File: src/rtl/core/tefr_pkg.sv
// Shared types and constants for the edge-function triangle rasterizer.
// No dependencies; imported by every module of the rasterizer core.
package tefr_pkg;

	localparam int COORD_BITS    = 16;
	localparam int MAX_FRAME_DIM = 4096;

	localparam int COORD_W   = 16;
	localparam int COORD_PAD = COORD_W - COORD_BITS;
	localparam int DIFF_W    = COORD_W + 1;
	localparam int PROD_W    = 2 * DIFF_W;
	localparam int EDGE_W    = 36;
	localparam int FRAME_W   = 13;
	localparam int FIDX_W    = $clog2(MAX_FRAME_DIM);
	localparam int ADDR_W    = 24;
	localparam int COLOR_W   = 32;
	localparam int CFG_IDX_W = 2;

	localparam logic [FRAME_W-1:0] FRAME_W_RST = FRAME_W'(640);
	localparam logic [FRAME_W-1:0] FRAME_H_RST = FRAME_W'(480);
	localparam logic [FRAME_W-1:0] FRAME_MAX   = FRAME_W'(MAX_FRAME_DIM);

	localparam logic CMD_LOAD = 1'b0;
	localparam logic CMD_STEP = 1'b1;

	localparam logic [CFG_IDX_W-1:0] CFG_FRAME_WIDTH  = CFG_IDX_W'(0);
	localparam logic [CFG_IDX_W-1:0] CFG_FRAME_HEIGHT = CFG_IDX_W'(1);
	localparam logic [CFG_IDX_W-1:0] CFG_DRAW_COLOR   = CFG_IDX_W'(2);

	typedef enum logic [1:0] {
		LD_IDLE,
		LD_MUL,
		LD_FIN
	} ld_state_t;

	typedef struct packed {
		logic signed [COORD_W-1:0] min_x;
		logic signed [COORD_W-1:0] min_y;
		logic signed [COORD_W-1:0] max_x;
		logic signed [COORD_W-1:0] max_y;
		logic signed [DIFF_W-1:0]  dx_a;
		logic signed [DIFF_W-1:0]  dx_b;
		logic signed [DIFF_W-1:0]  dx_c;
		logic signed [DIFF_W-1:0]  dy_a;
		logic signed [DIFF_W-1:0]  dy_b;
		logic signed [DIFF_W-1:0]  dy_c;
		logic signed [EDGE_W-1:0]  edge_a;
		logic signed [EDGE_W-1:0]  edge_b;
		logic signed [EDGE_W-1:0]  edge_c;
	} setup_t;

	typedef struct packed {
		logic              covered;
		logic              write_en;
		logic              end_row;
		logic [ADDR_W-1:0] addr;
	} pix_t;

	function automatic logic signed [COORD_W-1:0] coord_in(input logic [COORD_W-1:0] raw);
		logic [COORD_W-1:0] tmp;
		tmp = raw << COORD_PAD;
		return $signed(tmp) >>> COORD_PAD;
	endfunction

endpackage

File: src/rtl/core/tefr_pixel.sv
// Per-position evaluation: coverage, frame clipping, row end and address.
// Purely combinational; uses tefr_pkg.
module tefr_pixel import tefr_pkg::*; (
	input  logic signed [COORD_W-1:0] cur_x,
	input  logic signed [COORD_W-1:0] cur_y,
	input  logic signed [EDGE_W-1:0]  edge_a,
	input  logic signed [EDGE_W-1:0]  edge_b,
	input  logic signed [EDGE_W-1:0]  edge_c,
	input  logic signed [COORD_W-1:0] max_x,
	input  logic                      row_found,
	input  logic [FRAME_W-1:0]        frame_width,
	input  logic [FRAME_W-1:0]        frame_height,
	output pix_t                      pix
);

	logic [FRAME_W-1:0]        fw, fh;
	logic [COORD_W-1:0]        ux, uy;
	logic                      in_frame, at_max;
	logic [FIDX_W+FRAME_W-1:0] yw, sum;

	always_comb begin
		fw       = (frame_width > FRAME_MAX) ? FRAME_MAX : frame_width;
		fh       = (frame_height > FRAME_MAX) ? FRAME_MAX : frame_height;
		ux       = cur_x;
		uy       = cur_y;
		in_frame = !cur_x[COORD_W-1] && !cur_y[COORD_W-1]
			&& (ux < COORD_W'(fw)) && (uy < COORD_W'(fh));
		at_max   = (cur_x == max_x);

		pix.covered  = !edge_a[EDGE_W-1] && !edge_b[EDGE_W-1] && !edge_c[EDGE_W-1];
		pix.write_en = pix.covered && in_frame;
		pix.end_row  = pix.covered ? at_max : (row_found || at_max);

		yw  = (FIDX_W+FRAME_W)'(uy[FIDX_W-1:0]) * (FIDX_W+FRAME_W)'(fw);
		sum = yw + (FIDX_W+FRAME_W)'(ux[FIDX_W-1:0]);
		pix.addr = pix.write_en ? sum[ADDR_W-1:0] : '0;
	end

endmodule
File: config.mk
export PLATFORM = sky130hd
export DESIGN_NAME = tefr_pixel
export DESIGN_NICKNAME = d
export VERILOG_FILES = /design/src/rtl/core/tefr_pkg.sv /design/src/rtl/core/tefr_pixel.sv
export SDC_FILE = /design/constraint.sdc
export NUM_CORES = 1
export LEC_CHECK = 0
export BUFFER_PORTS_ARGS = -buffer_cell sky130_fd_sc_hd__buf_4
export CAP_MARGIN = 30
export CORE_MARGIN = 2
export CORE_UTILIZATION = 36
export DETAILED_ROUTE_END_ITERATION = 6
export SYNTH_ARGS = -nofsm -noshare
export SYNTH_HDL_FRONTEND = slang
export SYNTH_SLANG_ARGS = --single-unit
File: constraint.sdc
create_clock -name vclk -period 9.45
set_input_delay 0.945 -clock vclk [all_inputs]
set_output_delay 0.945 -clock vclk [all_outputs]
set_load 0.01 [all_outputs]
==> run metrics, run 1 <==
outcome=finished clean; post-synthesis cell type count=43; static leakage=4.08 nW; Via density=4.81; Die ar.=0.0194 mm2; f_max=124 MHz; share of layout cells above drive strength 1=0.136; post-route minimum period=8.08 ns; Layout area overhead=15.7%; Max-Slew Margin vs Limit=0.468; Hold Worst Slack=2.17 ns; width of the die=139 um; Hold Buf Count CTS=0; Startpoint Class=input port; GPL Wtd Cong=0.819; FF+latch count=0; Yosys top cell area share=0.364; fin. max-slew vios=0; Synth area leader=fa_1; Peak supply drop=142 uV; sequential standard cell area=0 um2; largest net degree at the start of global routing=27; register area share after synthesis=0; most common cell in the netlist=inv_1; Final Cycle Share=0.855; antenna cells=0; initial antenna violation count=0; critical path endpoint category=output port; # setup viols final=0; cts repair resizes=0; first drt pass iteration count=5; worst min-delay path class=in2out; maxcap violations=0; Pwr Density=~120 mW/mm2; Final HPWL DP=13.5 mm; GRT Util Overall=0.159; Placeable Area=approximately 0.018 mm2; drt total wl=15.5 mm; Die Y=139 um; number of clock buffers in the layout=0; Fillers=roughly 1900; Crit path required time=8.51 ns; 1st-iter DRT viols=approximately 140; top post-synthesis cells by count=inv_1 (204), fa_1 (120), nand2_1 (103); Setup CP Type=in2out; Ports=210; Post-Syn Area=0.00660 mm2; DR DRC count=0; Fin Setup TNS=0 ns; Total Nets Final=approximately 1300; first-pass GRT wire length=25.8 mm; Yosys warnings=0; std cell rows=49; remaining antenna violation count=0; Area contributors post-synth=fa_1 (36%), ha_1 (17%), inv_1 (12%); Post-CTS Setup Bufs=0; GR Overflow Total=0; number of global-route vias before repair=5430; final hold vios=0; Via Count=5490; measured slew at the worst slew-check pin=0.796 ns; multi-input logic area=0.00569 mm2; Syn Inst Count=825; Starting Density=0.367; RSZ-0062 raised after global routing=no; WL per Instance=13.6 um; worst path arrival time=7.14 ns; crit-path max FO=26; syn avg cell area=between 7 and 8 um2; Mapped Nets=1220; port bufs=105
[per-stage QoR]
| step | area (um2) | instances | power (mW) | utilization | worst slack, ns |
|---|---|---|---|---|---|
| global route | 7630 | 1141 | 1.10 | 0.425 | 0.896 |
| detailed placement | 7630 | 1141 | 0.947 | 0.425 | 1.38 |
| floorplan | 6600 | 825 | 0.733 | - | 2.25 |
| CTS | 7630 | 1141 | 0.955 | 0.425 | 1.32 |
| global placement | 7630 | 1141 | 0.933 | 0.425 | 1.39 |
| finish | 7630 | 1141 | 0.939 | 0.425 | 1.37 |
[where the power goes]
| part | internal (mW) | total, mW | leakage [nW] | switching [mW] |
|---|---|---|---|---|
| clock network | 0 | 0 | 0 | 0 |
| registers | 0 | 0 | 0 | 0 |
| logic | 0.390 | 0.939 | 4.08 | 0.549 |
[path summary, 6_finish.rpt]
check / startpoint / end / slack (ns) / cells after the start
max: frame_width[12] / pix[23] / 1.37 / 20
min: edge_c[35] / pix[26] / 2.17 / 3
[area by class of cell]
cell class | instances | area share
Multi-Input combinational cell | 590 | 0.746
Inverter | 204 | 0.100
Timing Repair Buffer | 118 | 0.116
Tap cell | 229 | 0.0376
[cell families after synthesis]
group | Yosys count | synth area share
buf+inv | 235 | 0.137
compound gates | 72 | 0.0725
simple gates | 274 | 0.209
xor+xnor | 32 | 0.0425
fa+ha+maj | 212 | 0.539
[routing by layer]
layer	track usage	up-vias	wire [um]
met5	0	-	0
met3	0.00206	12	570
li1	-	2675	-
met4	0.0122	0	123
met2	0.299	101	8310
met1	0.215	2702	6540
[cells in the final DEF, fill, tap and decap left out, types with 4 or more instances in the layout]
master / instances
xnor2_1: 5
buf_4: 118
nand2_1: 103
fa_1: 120
nor3_1: 14
nor2_1: 30
nand2b_1: 4
o21a_1: 5
inv_1: 204
ha_1: 92
nor2b_1: 14
a21oi_1: 23
xor2_1: 27
o21ai_0: 19
nor4_1: 7
nand3_1: 7
and2_1: 80
[critical path: stages]
cell and delay, ns:
buf_4 0.20, nor2b_1 0.65, nand2_1 0.17, fa_1 0.56, inv_1 0.06, fa_1 0.55, fa_1 0.45, fa_1 0.54
inv_1 0.06, fa_1 0.52, inv_1 0.04, ha_1 0.36, nand3_1 0.15, nor4b_1 0.36, o31ai_1 0.22, a21oi_1 0.29
nor2_1 0.12, or4_1 0.54, a31oi_2 0.18, buf_4 0.14
No activity file was read; power rests on OpenSTA's default activity.
==> inputs of run 2 (changes only) <==
CORE_UTILIZATION = 40   (was 36)
PLACE_DENSITY = 0.65   (was default)
==> run 2 against run 1 <==
Net effect: cell count down 1.1%; fmax up 0.18%; first-iteration DRC count up 62%; power about the same; via count down 0.40%; die area down 9.7%; global-route usage up 1.7 points; wire length down 2.7%; cell area down 0.21%; combinational power about the same; utilization up 5.1 points; worst hold slack worse by 0.0020 ns; critical path type unchanged; critical endpoint unchanged; largest power group unchanged; highest routed layer unchanged.
==> run metrics, run 2 (synthesis gave the netlist of run 1 again) <==
Hold Path End=pix[26] (unchanged); final setup margin=1.38 ns (was 1.37 ns); DR DRC count=0 (unchanged); std cell rows=46 (was 49); most frequent cells in the layout=inv_1 (204), fa_1 (120), buf_4 (118), nand2_1 (103), ha_1 (92) (unchanged); GR Overflow Total=0 (unchanged); Peak supply drop=150 uV (was 142 uV); largest net degree at the start of global routing=27 (unchanged); Die ar.=0.0175 mm2 (was 0.0194 mm2); min-delay src=edge_c[35] (unchanged); GRT Util Overall=0.176 (was 0.159); measured slew at the worst slew-check pin=0.769 ns (was 0.796 ns); 1st-iter DRT viols=228 (was 141); remaining antenna violation count=0 (unchanged); number of global-route vias before repair=5505 (was 5430); Max-Slew Margin vs Limit=0.486 (was 0.468); fin util=0.476 (was 0.425); Ports=210 (unchanged); number of clock buffers in the layout=0 (unchanged); Final Cycle Share=0.854 (was 0.855); Startpoint Class=input port (unchanged); max incr delay on CP=0.63 ns (was 0.65 ns); fin. max-slew vios=0 (unchanged); first drt pass iteration count=4 (was 5); Area after DPL=0.00761 mm2 (was 0.00763 mm2); Via density=4.85 (was 4.81); final hold vios=0 (unchanged); outcome=finished clean (unchanged); Final HPWL DP=13.1 mm (was 13.5 mm); sequential standard cell area=0 um2 (unchanged); worst min-delay path class=in2out (unchanged); first-pass GRT wire length=26.0 mm (was 25.8 mm); initial antenna violation count=0 (unchanged); share of layout cells above drive strength 1=0.136 (unchanged); worst path arrival time=7.12 ns (was 7.14 ns); RSZ-0062 raised after global routing=no (unchanged); # setup viols final=0 (unchanged); post-route minimum period=8.07 ns (was 8.08 ns); drt total wl=15.1 mm (was 15.5 mm); crit-path max FO=26 (unchanged); hold depth=3 (unchanged); Layout area overhead=15.4% (was 15.7%); Via Count=5468 (was 5490); FF+latch count=0 (unchanged); critical path endpoint category=output port (unchanged); Starting Density=0.412 (was 0.367); Post-Place Worst Slack=1.43 ns (was 1.38 ns); CP delay by family, top=adder cells (unchanged); critical-path cell list=buf_4 > nor2b_1 > buf_4 > nand2_1 > fa_1 > fa_1 > fa_1 > inv_1 > fa_1 > inv_1 > fa_1 > inv_1 > ha_1 > nand2_1 > nor4b_1 > o31ai_1 > a21oi_1 > nor2_1 > or4_1 > a31oi_2 > buf_4 (was buf_4 > nor2b_1 > nand2_1 > fa_1 > inv_1 > fa_1 > fa_1 > fa_1 > inv_1 > fa_1 > inv_1 > ha_1 > nand3_1 > nor4b_1 > o31ai_1 > a21oi_1 > nor2_1 > or4_1 > a31oi_2 > buf_4); GPL Wtd Cong=0.787 (was 0.819); Design Power=0.939 mW (about the same); WL per Instance=13.4 um (was 13.6 um); width of the die=132 um (was 139 um); Crit path required time=8.51 ns (about the same); Setup CP Type=in2out (unchanged); Total Nets Final=1309 (unchanged); maxcap violations=0 (unchanged); design area=0.00761 mm2 (was 0.00763 mm2); Post-CTS Setup Bufs=0 (unchanged); cts repair resizes=0 (unchanged); Die Y=132 um (was 139 um); antenna cells=0 (unchanged); Placeable Area=0.0160 mm2 (was 0.0180 mm2); static leakage=4.08 nW (unchanged); worst path bufs/invs=6 (was 5); Pwr Density=123 mW/mm2 (about the same); Fin Setup TNS=0 ns (unchanged); crit-path most repeated cell=fa_1 (unchanged); Hold Buf Count CTS=0 (unchanged); slowest stage cell, crit path=nor2b_1 (unchanged); f_max=124 MHz (about the same); commonest non-fill, non-tap cell in the layout=inv_1 (unchanged); port bufs=105 (unchanged)
==> run 2: power by group <==
part           internal, mW  switching, mW  total (mW)
registers                 0              0           0
clock network             0              0           0
logic                 0.389          0.550       0.939
==> run 2: how the worst max path moves through the flow <==
stage / startpoint / end / slack, ns / cells after the start
final: frame_width[12] / pix[23] / 1.38 / 21
after floorplan: frame_width[12] / pix[23] / 2.25 / 21
after global placement: frame_width[12] / pix[23] / 1.42 / 21
after detailed placement: frame_width[12] / pix[23] / 1.43 / 21
after CTS: frame_width[12] / pix[23] / 1.39 / 21
after global routing: frame_width[12] / pix[22] / 0.96 / 20
==> run 2: per-layer routing <==
layer,global-route usage,wire [um],vias to the layer above
met5,0,0,-
met4,0.00777,98,0
met3,0.00268,470,8
met2,0.326,7980,88
met1,0.243,6560,2697
li1,-,-,2675
==> run 2: layout make-up <==
cell class / count / area, um2
fill: 1659 / 8390
multi-input combinational: 590 / 5690
timing repair buffer: 118 / 886
inverter: 204 / 766
tap: 216 / 270
==> run 2: tightest hold or removal path: cells and delay by family <==
family | cells | cell delay [ns]
buf+inv | 2 | 0.22
simple gates | 1 | 0.06
==> run 2: metrics by stage <==
step	cells	hold slack, ns
after floorplan	825	1.95
after global placement	1128	2.17
after detailed placement	1128	2.17
after CTS	1128	2.18
after global routing	1128	2.19
final	1128	2.17
